$ cat config.mk
export PLATFORM = sky130hd
export DESIGN_NAME = sensor_response_deframer_flat
export DESIGN_NICKNAME = d
export VERILOG_FILES = /design/src/design/srd_pkg.sv /design/src/design/srd_if.sv /design/src/design/sensor_response_deframer.sv /design/src/flat_wrapper.sv
export SDC_FILE = /design/constraint.sdc
export NUM_CORES = 1
export LEC_CHECK = 0
export BUFFER_PORTS_ARGS = -buffer_cell sky130_fd_sc_hd__buf_2
export CORE_ASPECT_RATIO = 1.75
export CORE_UTILIZATION = 31
export CTS_CLUSTER_SIZE = 28
export DETAILED_ROUTE_END_ITERATION = 7
export MAX_ROUTING_LAYER = met4
export PLACE_DENSITY = 0.47
export SLEW_MARGIN = 0
export SYNTH_ARGS = -nofsm -noshare
export SYNTH_HDL_FRONTEND = slang
export SYNTH_SLANG_ARGS = --single-unit
$ cat constraint.sdc
create_clock -name i_clk -period 11.2 [get_ports i_clk]
set_input_delay 1.68 -clock i_clk [delete_from_list [all_inputs] [get_ports i_clk]]
set_output_delay 1.68 -clock i_clk [all_outputs]
set_load 0.03 [all_outputs]
$ cat src/design/srd_pkg.sv
// ----------------------------------------------------------------------------
// Sensor response deframer package
// Types, frame constants and the result record shared by the deframer files.
// ----------------------------------------------------------------------------
package srd_pkg;

    localparam int COUNT_WIDTH = 32;
    localparam int WIN_LEN     = 14;
    localparam int FILL_W      = 4;

    localparam logic [FILL_W-1:0] FILL_RESP = FILL_W'(13);
    localparam logic [FILL_W-1:0] FILL_DATA = FILL_W'(14);

    localparam logic [7:0] HDR0       = 8'hDE;
    localparam logic [7:0] HDR1       = 8'hAD;
    localparam logic [7:0] TRL0       = 8'hBE;
    localparam logic [7:0] TRL1       = 8'hEF;
    localparam logic [7:0] CODE_CFG   = 8'h02;
    localparam logic [7:0] CODE_OTHER = 8'h03;

    typedef enum logic [2:0] {
        KIND_CFG     = 3'd0,
        KIND_OTHER   = 3'd1,
        KIND_RAW     = 3'd2,
        KIND_DATA    = 3'd3,
        KIND_UNKNOWN = 3'd4
    } t_kind;

    typedef enum logic [2:0] {
        S_IDLE = 3'b001,
        S_SCAN = 3'b010,
        S_OUT  = 3'b100
    } t_state;

    typedef logic [7:0]             t_byte;
    typedef logic [COUNT_WIDTH-1:0] t_count;

    typedef struct packed {
        t_kind       frame_kind;
        logic [7:0]  command_code;
        logic [31:0] stream_delay_ms;
        logic [31:0] samples_sent;
        logic [15:0] field_x;
        logic [15:0] field_y;
        logic [15:0] field_z;
        logic [31:0] kind_count;
        logic        last_result;
    } t_result;

endpackage

$ cat src/design/srd_if.sv
// ----------------------------------------------------------------------------
// Sensor response deframer channels
// Byte input channel and frame result channel, valid/ready handshake.
// ----------------------------------------------------------------------------
interface srd_in_if;
    logic       valid;
    logic       ready;
    logic       mode;
    logic [7:0] rx_byte;

    modport source (output valid, output mode, output rx_byte, input ready);
    modport sink   (input valid, input mode, input rx_byte, output ready);
endinterface

interface srd_out_if;
    logic        valid;
    logic        ready;
    logic [2:0]  frame_kind;
    logic [7:0]  command_code;
    logic [31:0] stream_delay_ms;
    logic [31:0] samples_sent;
    logic [15:0] field_x;
    logic [15:0] field_y;
    logic [15:0] field_z;
    logic [31:0] kind_count;
    logic        last_result;

    modport source (
        output valid, output frame_kind, output command_code, output stream_delay_ms,
        output samples_sent, output field_x, output field_y, output field_z,
        output kind_count, output last_result, input ready
    );
    modport sink (
        input valid, input frame_kind, input command_code, input stream_delay_ms,
        input samples_sent, input field_x, input field_y, input field_z,
        input kind_count, input last_result, output ready
    );
endinterface

$ cat src/design/sensor_response_deframer.sv
// A byte is taken in the idle state, then the scan makes one decision per leading
// byte dropped by the shared window shifter, plus a final one. An unknown frame is
// held while the search goes on and is sent before a response found after it.
// No new byte is taken until the scan and any result on the output are done.
// Results leave a held register; reset (sync, active low) empties window, counters.
// ----------------------------------------------------------------------------
// Sensor response deframer
// Byte window with header search, response/data frame decode and counters.
// ----------------------------------------------------------------------------
module sensor_response_deframer (
    input  logic      i_clk,
    input  logic      i_rst_n,
    srd_in_if.sink    i_in,
    srd_out_if.source o_out
);
    import srd_pkg::*;

    t_state                r_state, n_state;
    logic [FILL_W-1:0]     r_fill, n_fill;
    t_byte                 r_win [WIN_LEN];
    t_byte                 n_win [WIN_LEN];
    t_byte                 w_shift [WIN_LEN];
    t_count                r_cnt [5];
    t_count                n_cnt [5];
    t_result               r_out, n_out;
    logic                  r_pend, n_pend;

    logic                  hdr_bad, resp_hit, data_full, data_hit;
    t_kind                 resp_kind, sel_kind;
    t_count                cnt_inc;

    // shared one byte shifter: drop the front byte
    always_comb begin
        for (int i = 0; i < WIN_LEN - 1; i++) begin
            w_shift[i] = r_win[i+1];
        end
        w_shift[WIN_LEN-1] = r_win[WIN_LEN-1];
    end

    always_comb begin
        hdr_bad   = ((r_fill >= FILL_W'(1)) && (r_win[0] != HDR0)) ||
                    ((r_fill >= FILL_W'(2)) && (r_win[1] != HDR1));
        resp_hit  = (r_fill == FILL_RESP) && (r_win[11] == TRL0) && (r_win[12] == TRL1);
        data_full = (r_fill == FILL_DATA);
        data_hit  = data_full && (r_win[12] == TRL0) && (r_win[13] == TRL1);
        case (r_win[6])
            CODE_CFG:   resp_kind = KIND_CFG;
            CODE_OTHER: resp_kind = KIND_OTHER;
            default:    resp_kind = KIND_RAW;
        endcase
        if (resp_hit) begin
            sel_kind = resp_kind;
        end else if (data_hit) begin
            sel_kind = KIND_DATA;
        end else begin
            sel_kind = KIND_UNKNOWN;
        end
        // shared counter incrementer
        cnt_inc = r_cnt[sel_kind] + COUNT_WIDTH'(1);
    end

    always_comb begin
        n_state = r_state;
        n_fill  = r_fill;
        n_win   = r_win;
        n_cnt   = r_cnt;
        n_out   = r_out;
        n_pend  = r_pend;
        case (r_state)
            S_IDLE: begin
                if (i_in.valid) begin
                    if (i_in.mode) begin
                        for (int k = 0; k < 5; k++) begin
                            n_cnt[k] = '0;
                        end
                    end else begin
                        if (r_fill == FILL_DATA) begin
                            n_win            = w_shift;
                            n_win[WIN_LEN-1] = i_in.rx_byte;
                        end else begin
                            n_win[r_fill] = i_in.rx_byte;
                            n_fill        = r_fill + FILL_W'(1);
                        end
                        n_state = S_SCAN;
                    end
                end
            end
            S_SCAN: begin
                if (hdr_bad) begin
                    n_win  = w_shift;
                    n_fill = r_fill - FILL_W'(1);
                end else if (resp_hit) begin
                    if (r_pend) begin
                        // send the held unknown first, then come back here
                        n_pend  = 1'b0;
                        n_state = S_OUT;
                    end else begin
                        n_out                 = '0;
                        n_out.frame_kind      = resp_kind;
                        n_out.command_code    = r_win[6];
                        if (resp_kind == KIND_CFG) begin
                            n_out.stream_delay_ms = {r_win[7], r_win[8], r_win[9], r_win[10]};
                        end
                        n_out.kind_count      = 32'(cnt_inc);
                        n_out.last_result     = 1'b1;
                        n_cnt[sel_kind]       = cnt_inc;
                        n_fill                = '0;
                        n_state               = S_OUT;
                    end
                end else if (data_hit) begin
                    n_out              = '0;
                    n_out.frame_kind   = KIND_DATA;
                    n_out.samples_sent = {r_win[2], r_win[3], r_win[4], r_win[5]};
                    n_out.field_x      = {r_win[6], r_win[7]};
                    n_out.field_y      = {r_win[8], r_win[9]};
                    n_out.field_z      = {r_win[10], r_win[11]};
                    n_out.kind_count   = 32'(cnt_inc);
                    n_out.last_result  = 1'b1;
                    n_cnt[sel_kind]    = cnt_inc;
                    n_fill             = '0;
                    n_state            = S_OUT;
                end else if (data_full) begin
                    // unknown frame: hold the item, drop one byte and search on
                    n_out            = '0;
                    n_out.frame_kind = KIND_UNKNOWN;
                    n_out.kind_count = 32'(cnt_inc);
                    n_cnt[sel_kind]  = cnt_inc;
                    n_pend           = 1'b1;
                    n_win            = w_shift;
                    n_fill           = r_fill - FILL_W'(1);
                end else if (r_pend) begin
                    n_out.last_result = 1'b1;
                    n_pend            = 1'b0;
                    n_state           = S_OUT;
                end else begin
                    n_state = S_IDLE;
                end
            end
            S_OUT: begin
                if (o_out.ready) begin
                    n_state = r_out.last_result ? S_IDLE : S_SCAN;
                end
            end
            default: begin
                n_state = S_IDLE;
            end
        endcase
    end

    always_ff @(posedge i_clk) begin
        if (!i_rst_n) begin
            r_state <= S_IDLE;
            r_fill  <= '0;
            r_pend  <= 1'b0;
            for (int k = 0; k < 5; k++) begin
                r_cnt[k] <= '0;
            end
        end else begin
            r_state <= n_state;
            r_fill  <= n_fill;
            r_pend  <= n_pend;
            r_cnt   <= n_cnt;
        end
    end

    always_ff @(posedge i_clk) begin
        r_win <= n_win;
        r_out <= n_out;
    end

    assign i_in.ready            = (r_state == S_IDLE);
    assign o_out.valid           = (r_state == S_OUT);
    assign o_out.frame_kind      = r_out.frame_kind;
    assign o_out.command_code    = r_out.command_code;
    assign o_out.stream_delay_ms = r_out.stream_delay_ms;
    assign o_out.samples_sent    = r_out.samples_sent;
    assign o_out.field_x         = r_out.field_x;
    assign o_out.field_y         = r_out.field_y;
    assign o_out.field_z         = r_out.field_z;
    assign o_out.kind_count      = r_out.kind_count;
    assign o_out.last_result     = r_out.last_result;

    a_fill_range: assert property (@(posedge i_clk) disable iff (!i_rst_n)
        r_fill <= FILL_DATA)
        else $error("window fill beyond frame length");

    a_no_overlap: assert property (@(posedge i_clk) disable iff (!i_rst_n)
        !(i_in.ready && o_out.valid))
        else $error("input taken while a result is shown");

    a_frame_empties: assert property (@(posedge i_clk) disable iff (!i_rst_n)
        (o_out.valid && (r_out.frame_kind != KIND_UNKNOWN)) |-> (r_fill == '0))
        else $error("window not emptied after a decoded frame");

    a_pend_fill: assert property (@(posedge i_clk) disable iff (!i_rst_n)
        r_pend |-> (r_fill <= FILL_RESP) && (r_state == S_SCAN))
        else $error("held unknown item outside the scan");

    a_clear: assert property (@(posedge i_clk) disable iff (!i_rst_n)
        (i_in.valid && i_in.ready && i_in.mode) |=>
            ((r_cnt[0] == '0) && (r_cnt[1] == '0) && (r_cnt[2] == '0) &&
             (r_cnt[3] == '0) && (r_cnt[4] == '0)))
        else $error("counters not cleared by command");

endmodule

$ cat src/flat_wrapper.sv
// flat-port wrapper written by rule: the top's interface ports become plain ports
module sensor_response_deframer_flat import srd_pkg::*;
  (i_clk, i_rst_n, i_in_valid, i_in_mode, i_in_rx_byte, i_in_ready, o_out_valid, o_out_frame_kind, o_out_command_code, o_out_stream_delay_ms, o_out_samples_sent, o_out_field_x, o_out_field_y, o_out_field_z, o_out_kind_count, o_out_last_result, o_out_ready);
  srd_in_if i_in_i ();
  srd_out_if o_out_i ();
  input  logic i_clk;
  input  logic i_rst_n;
  input wire logic [$bits(i_in_i.valid)-1:0] i_in_valid;
  input wire logic [$bits(i_in_i.mode)-1:0] i_in_mode;
  input wire logic [$bits(i_in_i.rx_byte)-1:0] i_in_rx_byte;
  output wire logic [$bits(i_in_i.ready)-1:0] i_in_ready;
  output wire logic [$bits(o_out_i.valid)-1:0] o_out_valid;
  output wire logic [$bits(o_out_i.frame_kind)-1:0] o_out_frame_kind;
  output wire logic [$bits(o_out_i.command_code)-1:0] o_out_command_code;
  output wire logic [$bits(o_out_i.stream_delay_ms)-1:0] o_out_stream_delay_ms;
  output wire logic [$bits(o_out_i.samples_sent)-1:0] o_out_samples_sent;
  output wire logic [$bits(o_out_i.field_x)-1:0] o_out_field_x;
  output wire logic [$bits(o_out_i.field_y)-1:0] o_out_field_y;
  output wire logic [$bits(o_out_i.field_z)-1:0] o_out_field_z;
  output wire logic [$bits(o_out_i.kind_count)-1:0] o_out_kind_count;
  output wire logic [$bits(o_out_i.last_result)-1:0] o_out_last_result;
  input wire logic [$bits(o_out_i.ready)-1:0] o_out_ready;
  assign i_in_i.valid = i_in_valid;
  assign i_in_i.mode = i_in_mode;
  assign i_in_i.rx_byte = i_in_rx_byte;
  assign i_in_ready = i_in_i.ready;
  assign o_out_valid = o_out_i.valid;
  assign o_out_frame_kind = o_out_i.frame_kind;
  assign o_out_command_code = o_out_i.command_code;
  assign o_out_stream_delay_ms = o_out_i.stream_delay_ms;
  assign o_out_samples_sent = o_out_i.samples_sent;
  assign o_out_field_x = o_out_i.field_x;
  assign o_out_field_y = o_out_i.field_y;
  assign o_out_field_z = o_out_i.field_z;
  assign o_out_kind_count = o_out_i.kind_count;
  assign o_out_last_result = o_out_i.last_result;
  assign o_out_i.ready = o_out_ready;
  sensor_response_deframer u_core (.i_clk(i_clk), .i_rst_n(i_rst_n), .i_in(i_in_i), .o_out(o_out_i));
endmodule
==> flow_summary.rst <==
.. list-table::
   :header-rows: 1

   * - Metric
     - Value
   * - Count of synthesis-stage warnings from yosys
     - 0
   * - Final cycle utilization of the critical path
     - 0.506
   * - Antenna Nets Post-Route
     - 0
   * - Least-Margin Pin Slew
     - between 1000 and 1500 ps
   * - Maximum number of pins on one net before global-route repair
     - 106
   * - Worst setup skew after layout
     - 21.3 ps
   * - Rows
     - 117
   * - Outcome
     - finished clean
   * - Horiz. Die Dim
     - between 150 and 200 microns
   * - Kind of path behind the tightest hold check
     - reg -> reg
   * - Number of standard cells after synthesis
     - 1680
   * - Inserted Clock Buffers
     - 40
   * - Setup repair after global routing missed its margin
     - false
   * - Highest cell delay on the worst timing path
     - 770 ps
   * - IO buf count
     - 170
   * - Clock tree from TritonCTS
     - yes
   * - Final core utilization
     - 0.363
   * - Root buf cell
     - sky130_fd_sc_hd__clkbuf_16
   * - Number of gates resized after CTS
     - 0
   * - Number of slew-limit violations in the final report
     - 0
   * - Fin crit period
     - 5670 ps
   * - Cell leakage power
     - 7.58 nW
   * - Die footprint
     - 0.0596 sq mm
   * - Share of synthesized flip-flops with an asynchronous set or reset
     - 0
   * - Per-cell routed wire length
     - 22.5 microns
   * - Number of hold buffers added after cts
     - 0
   * - Number of enable flip-flop cells after synthesis
     - 268
   * - Core Region
     - 0.0580 sq mm
   * - Final-layout worst hold slack
     - 448 ps
   * - Initial core utilization
     - 0.313
   * - Max Freq
     - roughly 180 MHz
   * - Clock sink total
     - approximately 440
   * - Proportion of synthesized chip area in sequential cells
     - 0.628
   * - Number of levels in the clock H-tree
     - 2
   * - Net count after synthesis
     - 1699
   * - Data arrival time of the worst path
     - between 6000 and 7000 ps
   * - Dominant synthesized flop cell
     - sky130_fd_sc_hd__edfxtp_1
   * - Most common cell after layout, fill and taps aside
     - sky130_fd_sc_hd__nand2_1
   * - Kind of start point of the critical path
     - flop
   * - Required time reported for the critical path endpoint
     - 11680 ps
   * - Critical path start-end classification
     - reg -> reg
   * - Mean area per synthesized cell
     - 10.8 sq um
   * - Relative slew slack
     - 0.156
   * - Number of vias after detailed routing
     - 13500
   * - Critical Path Slowest Stage Cell
     - sky130_fd_sc_hd__nand2_1
   * - Power density cells
     - roughly 150 mW/mm^2
   * - Number of antenna violations at the first check in global routing
     - 0
   * - Area of all placed cells without fillers
     - 0.0211 sq mm
   * - Count of unresolved DRC violations after routing
     - 0
   * - Top-level port count
     - 171
   * - Post-CTS setup buffers
     - 0
   * - Die Span Y
     - 322 microns
   * - Maximum capacitance violations
     - 0
   * - Detailed Routing Iterations Pass 1
     - 6
   * - Wire length of the first global-routing pass
     - 86.9 mm
   * - GRT Residual Overflow
     - 0
   * - Largest voltage drop on the vdd net
     - ~120 uV
   * - Area Overhead vs Synth
     - 16.0%
   * - Cell area after synthesis
     - approximately 0.018 sq mm
   * - Filler cell count
     - 5884
   * - Hold violation count in the final report
     - 0
   * - Ordered list of cells on the worst path
     - inv_1 -> ha_1 -> nand4b_1 -> or4_1 -> buf_4 -> nor2_1 -> nand2_1 -> o221ai_1 -> nor4_4 -> nand3_1 -> nor4_1 -> xnor2_1 -> a32o_1
   * - Buffers from clock root to sink, at most
     - 3
   * - Area after detailed placement
     - 0.0198 sq mm
   * - Most frequent cells in the layout
     - 285 x sky130_fd_sc_hd__nand2_1, 268 x sky130_fd_sc_hd__edfxtp_1, 237 x sky130_fd_sc_hd__o21ai_0
   * - Total negative slack for setup checks
     - 0 ps
   * - Latest clock arrival within the worst-skew pair
     - around 560 ps
   * - Final routed wirelength across all metal layers
     - 58.8 mm
   * - Distinct cell type count after synthesis
     - 74
   * - Clock transition time at the flip-flop clock pins of the worst setup and hold paths
     - about 60 ps
   * - Number of synthesized register bits
     - 436
   * - Biggest fanout along the worst timing path
     - 20
   * - HPWL Detailed
     - 40.5 mm
   * - Number of global-route vias before repair
     - ~14000
   * - Critical path capture point type
     - flop
   * - Layout cell share with drive strength beyond 1
     - 0.160
   * - Number of setup violations in the final report
     - 0
   * - Drt initial violations
     - around 860
   * - Vias/cell
     - 5.17
   * - Final net count
     - 1830
   * - Final weighted congestion in routability-driven placement
     - 0.902
   * - Aggregate global-route resource usage
     - 0.203
-- kinds of logic after synthesis --
| family | count (synthesis) | synth area share |
|---|---|---|
| AND/OR/NAND/NOR | 612 | 0.169 |
| XOR/XNOR | 29 | 0.0148 |
| buffers and inverters | 156 | 0.0329 |
| flip-flops | 436 | 0.628 |
| adder cells (fa/ha/maj) | 6 | 0.00413 |
| AO/OA/AOI/OAI | 411 | 0.134 |
| multiplexers | 30 | 0.0171 |
-- flip-flops by register name, indices dropped and copies added, names as in the netlist --
| register | count |
|---|---|
| u_core.o_out.samples_sent | 32 |
| u_core.r_pend | 1 |
| u_core.o_out.field_x | 16 |
| u_core.r_win | 112 |
| u_core.r_fill | 4 |
| u_core.o_out.field_z | 16 |
| u_core.o_out.last_result | 1 |
| u_core.r_cnt | 160 |
| u_core.o_out.kind_count | 32 |
| u_core.r_state | 3 |
| u_core.o_out.command_code | 8 |
| u_core.o_out.stream_delay_ms | 32 |
| u_core.o_out.field_y | 16 |
| u_core.o_out.frame_kind | 3 |
-- metrics by stage --
stage | setup slack, ps | power (W) | instances
after global routing | 5140 | 0.00336 | 2616
after detailed placement | 5560 | 0.00196 | 2542
after floorplan | 5660 | 0.00187 | 1680
after global placement | 5730 | 0.00196 | 2542
after CTS | 5520 | 0.00329 | 2616
final | 5530 | 0.00326 | 2617
-- critical path: cells and delay by family, from the launching register on --
family	cells	cell delay (ps)
AOI/OAI and AO/OA	2	930
xor gates and xnor gates	1	480
adders and majority gates	1	290
buffers and inverters	2	370
DFF	1	370
and+or+nand+nor	7	3130
-- Yosys cell counts, types with 24 or more instances --
library cell / number / area [sq um]
sky130_fd_sc_hd__edfxtp_1: 268 / 8050
sky130_fd_sc_hd__and3_1: 121 / 757
sky130_fd_sc_hd__clkbuf_1: 100 / 375
sky130_fd_sc_hd__a22oi_1: 24 / 180
sky130_fd_sc_hd__nand2_1: 286 / 1070
sky130_fd_sc_hd__nor2b_1: 27 / 169
sky130_fd_sc_hd__nor2_1: 52 / 195
sky130_fd_sc_hd__nand3_1: 32 / 160
sky130_fd_sc_hd__dfxtp_1: 168 / 3360
sky130_fd_sc_hd__a21oi_1: 38 / 190
sky130_fd_sc_hd__o21ai_0: 237 / 1190
sky130_fd_sc_hd__inv_1: 43 / 161
sky130_fd_sc_hd__nor3_1: 27 / 135
-- where the power goes --
part	switching, W	internal, W	total (W)	leakage (nW)
Combinational	0.000164	0.0000414	0.000205	3.23
Sequential	0.00000875	0.00171	0.00172	3.73
Clock	0.000623	0.000712	0.00133	0.615
Total	0.000795	0.00246	0.00326	7.58
-- final cells by class --
cell class	instances	area, sq um	area share
well taps	773	967	0.0459
diodes	1	2.50	0.000119
inverters	44	170	0.00808
flip-flops and latches	436	11400	0.542
multi-input cells	1088	6180	0.294
clock buffers	53	1120	0.0533
clock inverters	21	126	0.00600
repair buffers	201	1080	0.0514
-- per-layer routing --
layer / vias up / track usage / share of wire
met5: - / - / 0
met1: 6661 / 0.204 / 0.37
met3: 130 / 0.0201 / 0.034
met4: 0 / 0.0973 / 0.047
li1: 6337 / - / -
met2: 402 / 0.385 / 0.55
-- path summary, 6_finish.rpt --
| check | from | to | slack (ps) | cells past startpoint |
|---|---|---|---|---|
| max | u_core.r_fill[1] | u_core.r_cnt[159] | 5530 | 13 |
| min | u_core.r_cnt[123] | u_core.r_cnt[123] | 450 | 2 |
| max reg2reg | u_core.r_fill[1] | u_core.r_cnt[159] | 5530 | 13 |
| min reg2reg | u_core.r_cnt[123] | u_core.r_cnt[123] | 450 | 2 |
(Power assumes the default switching activity.)
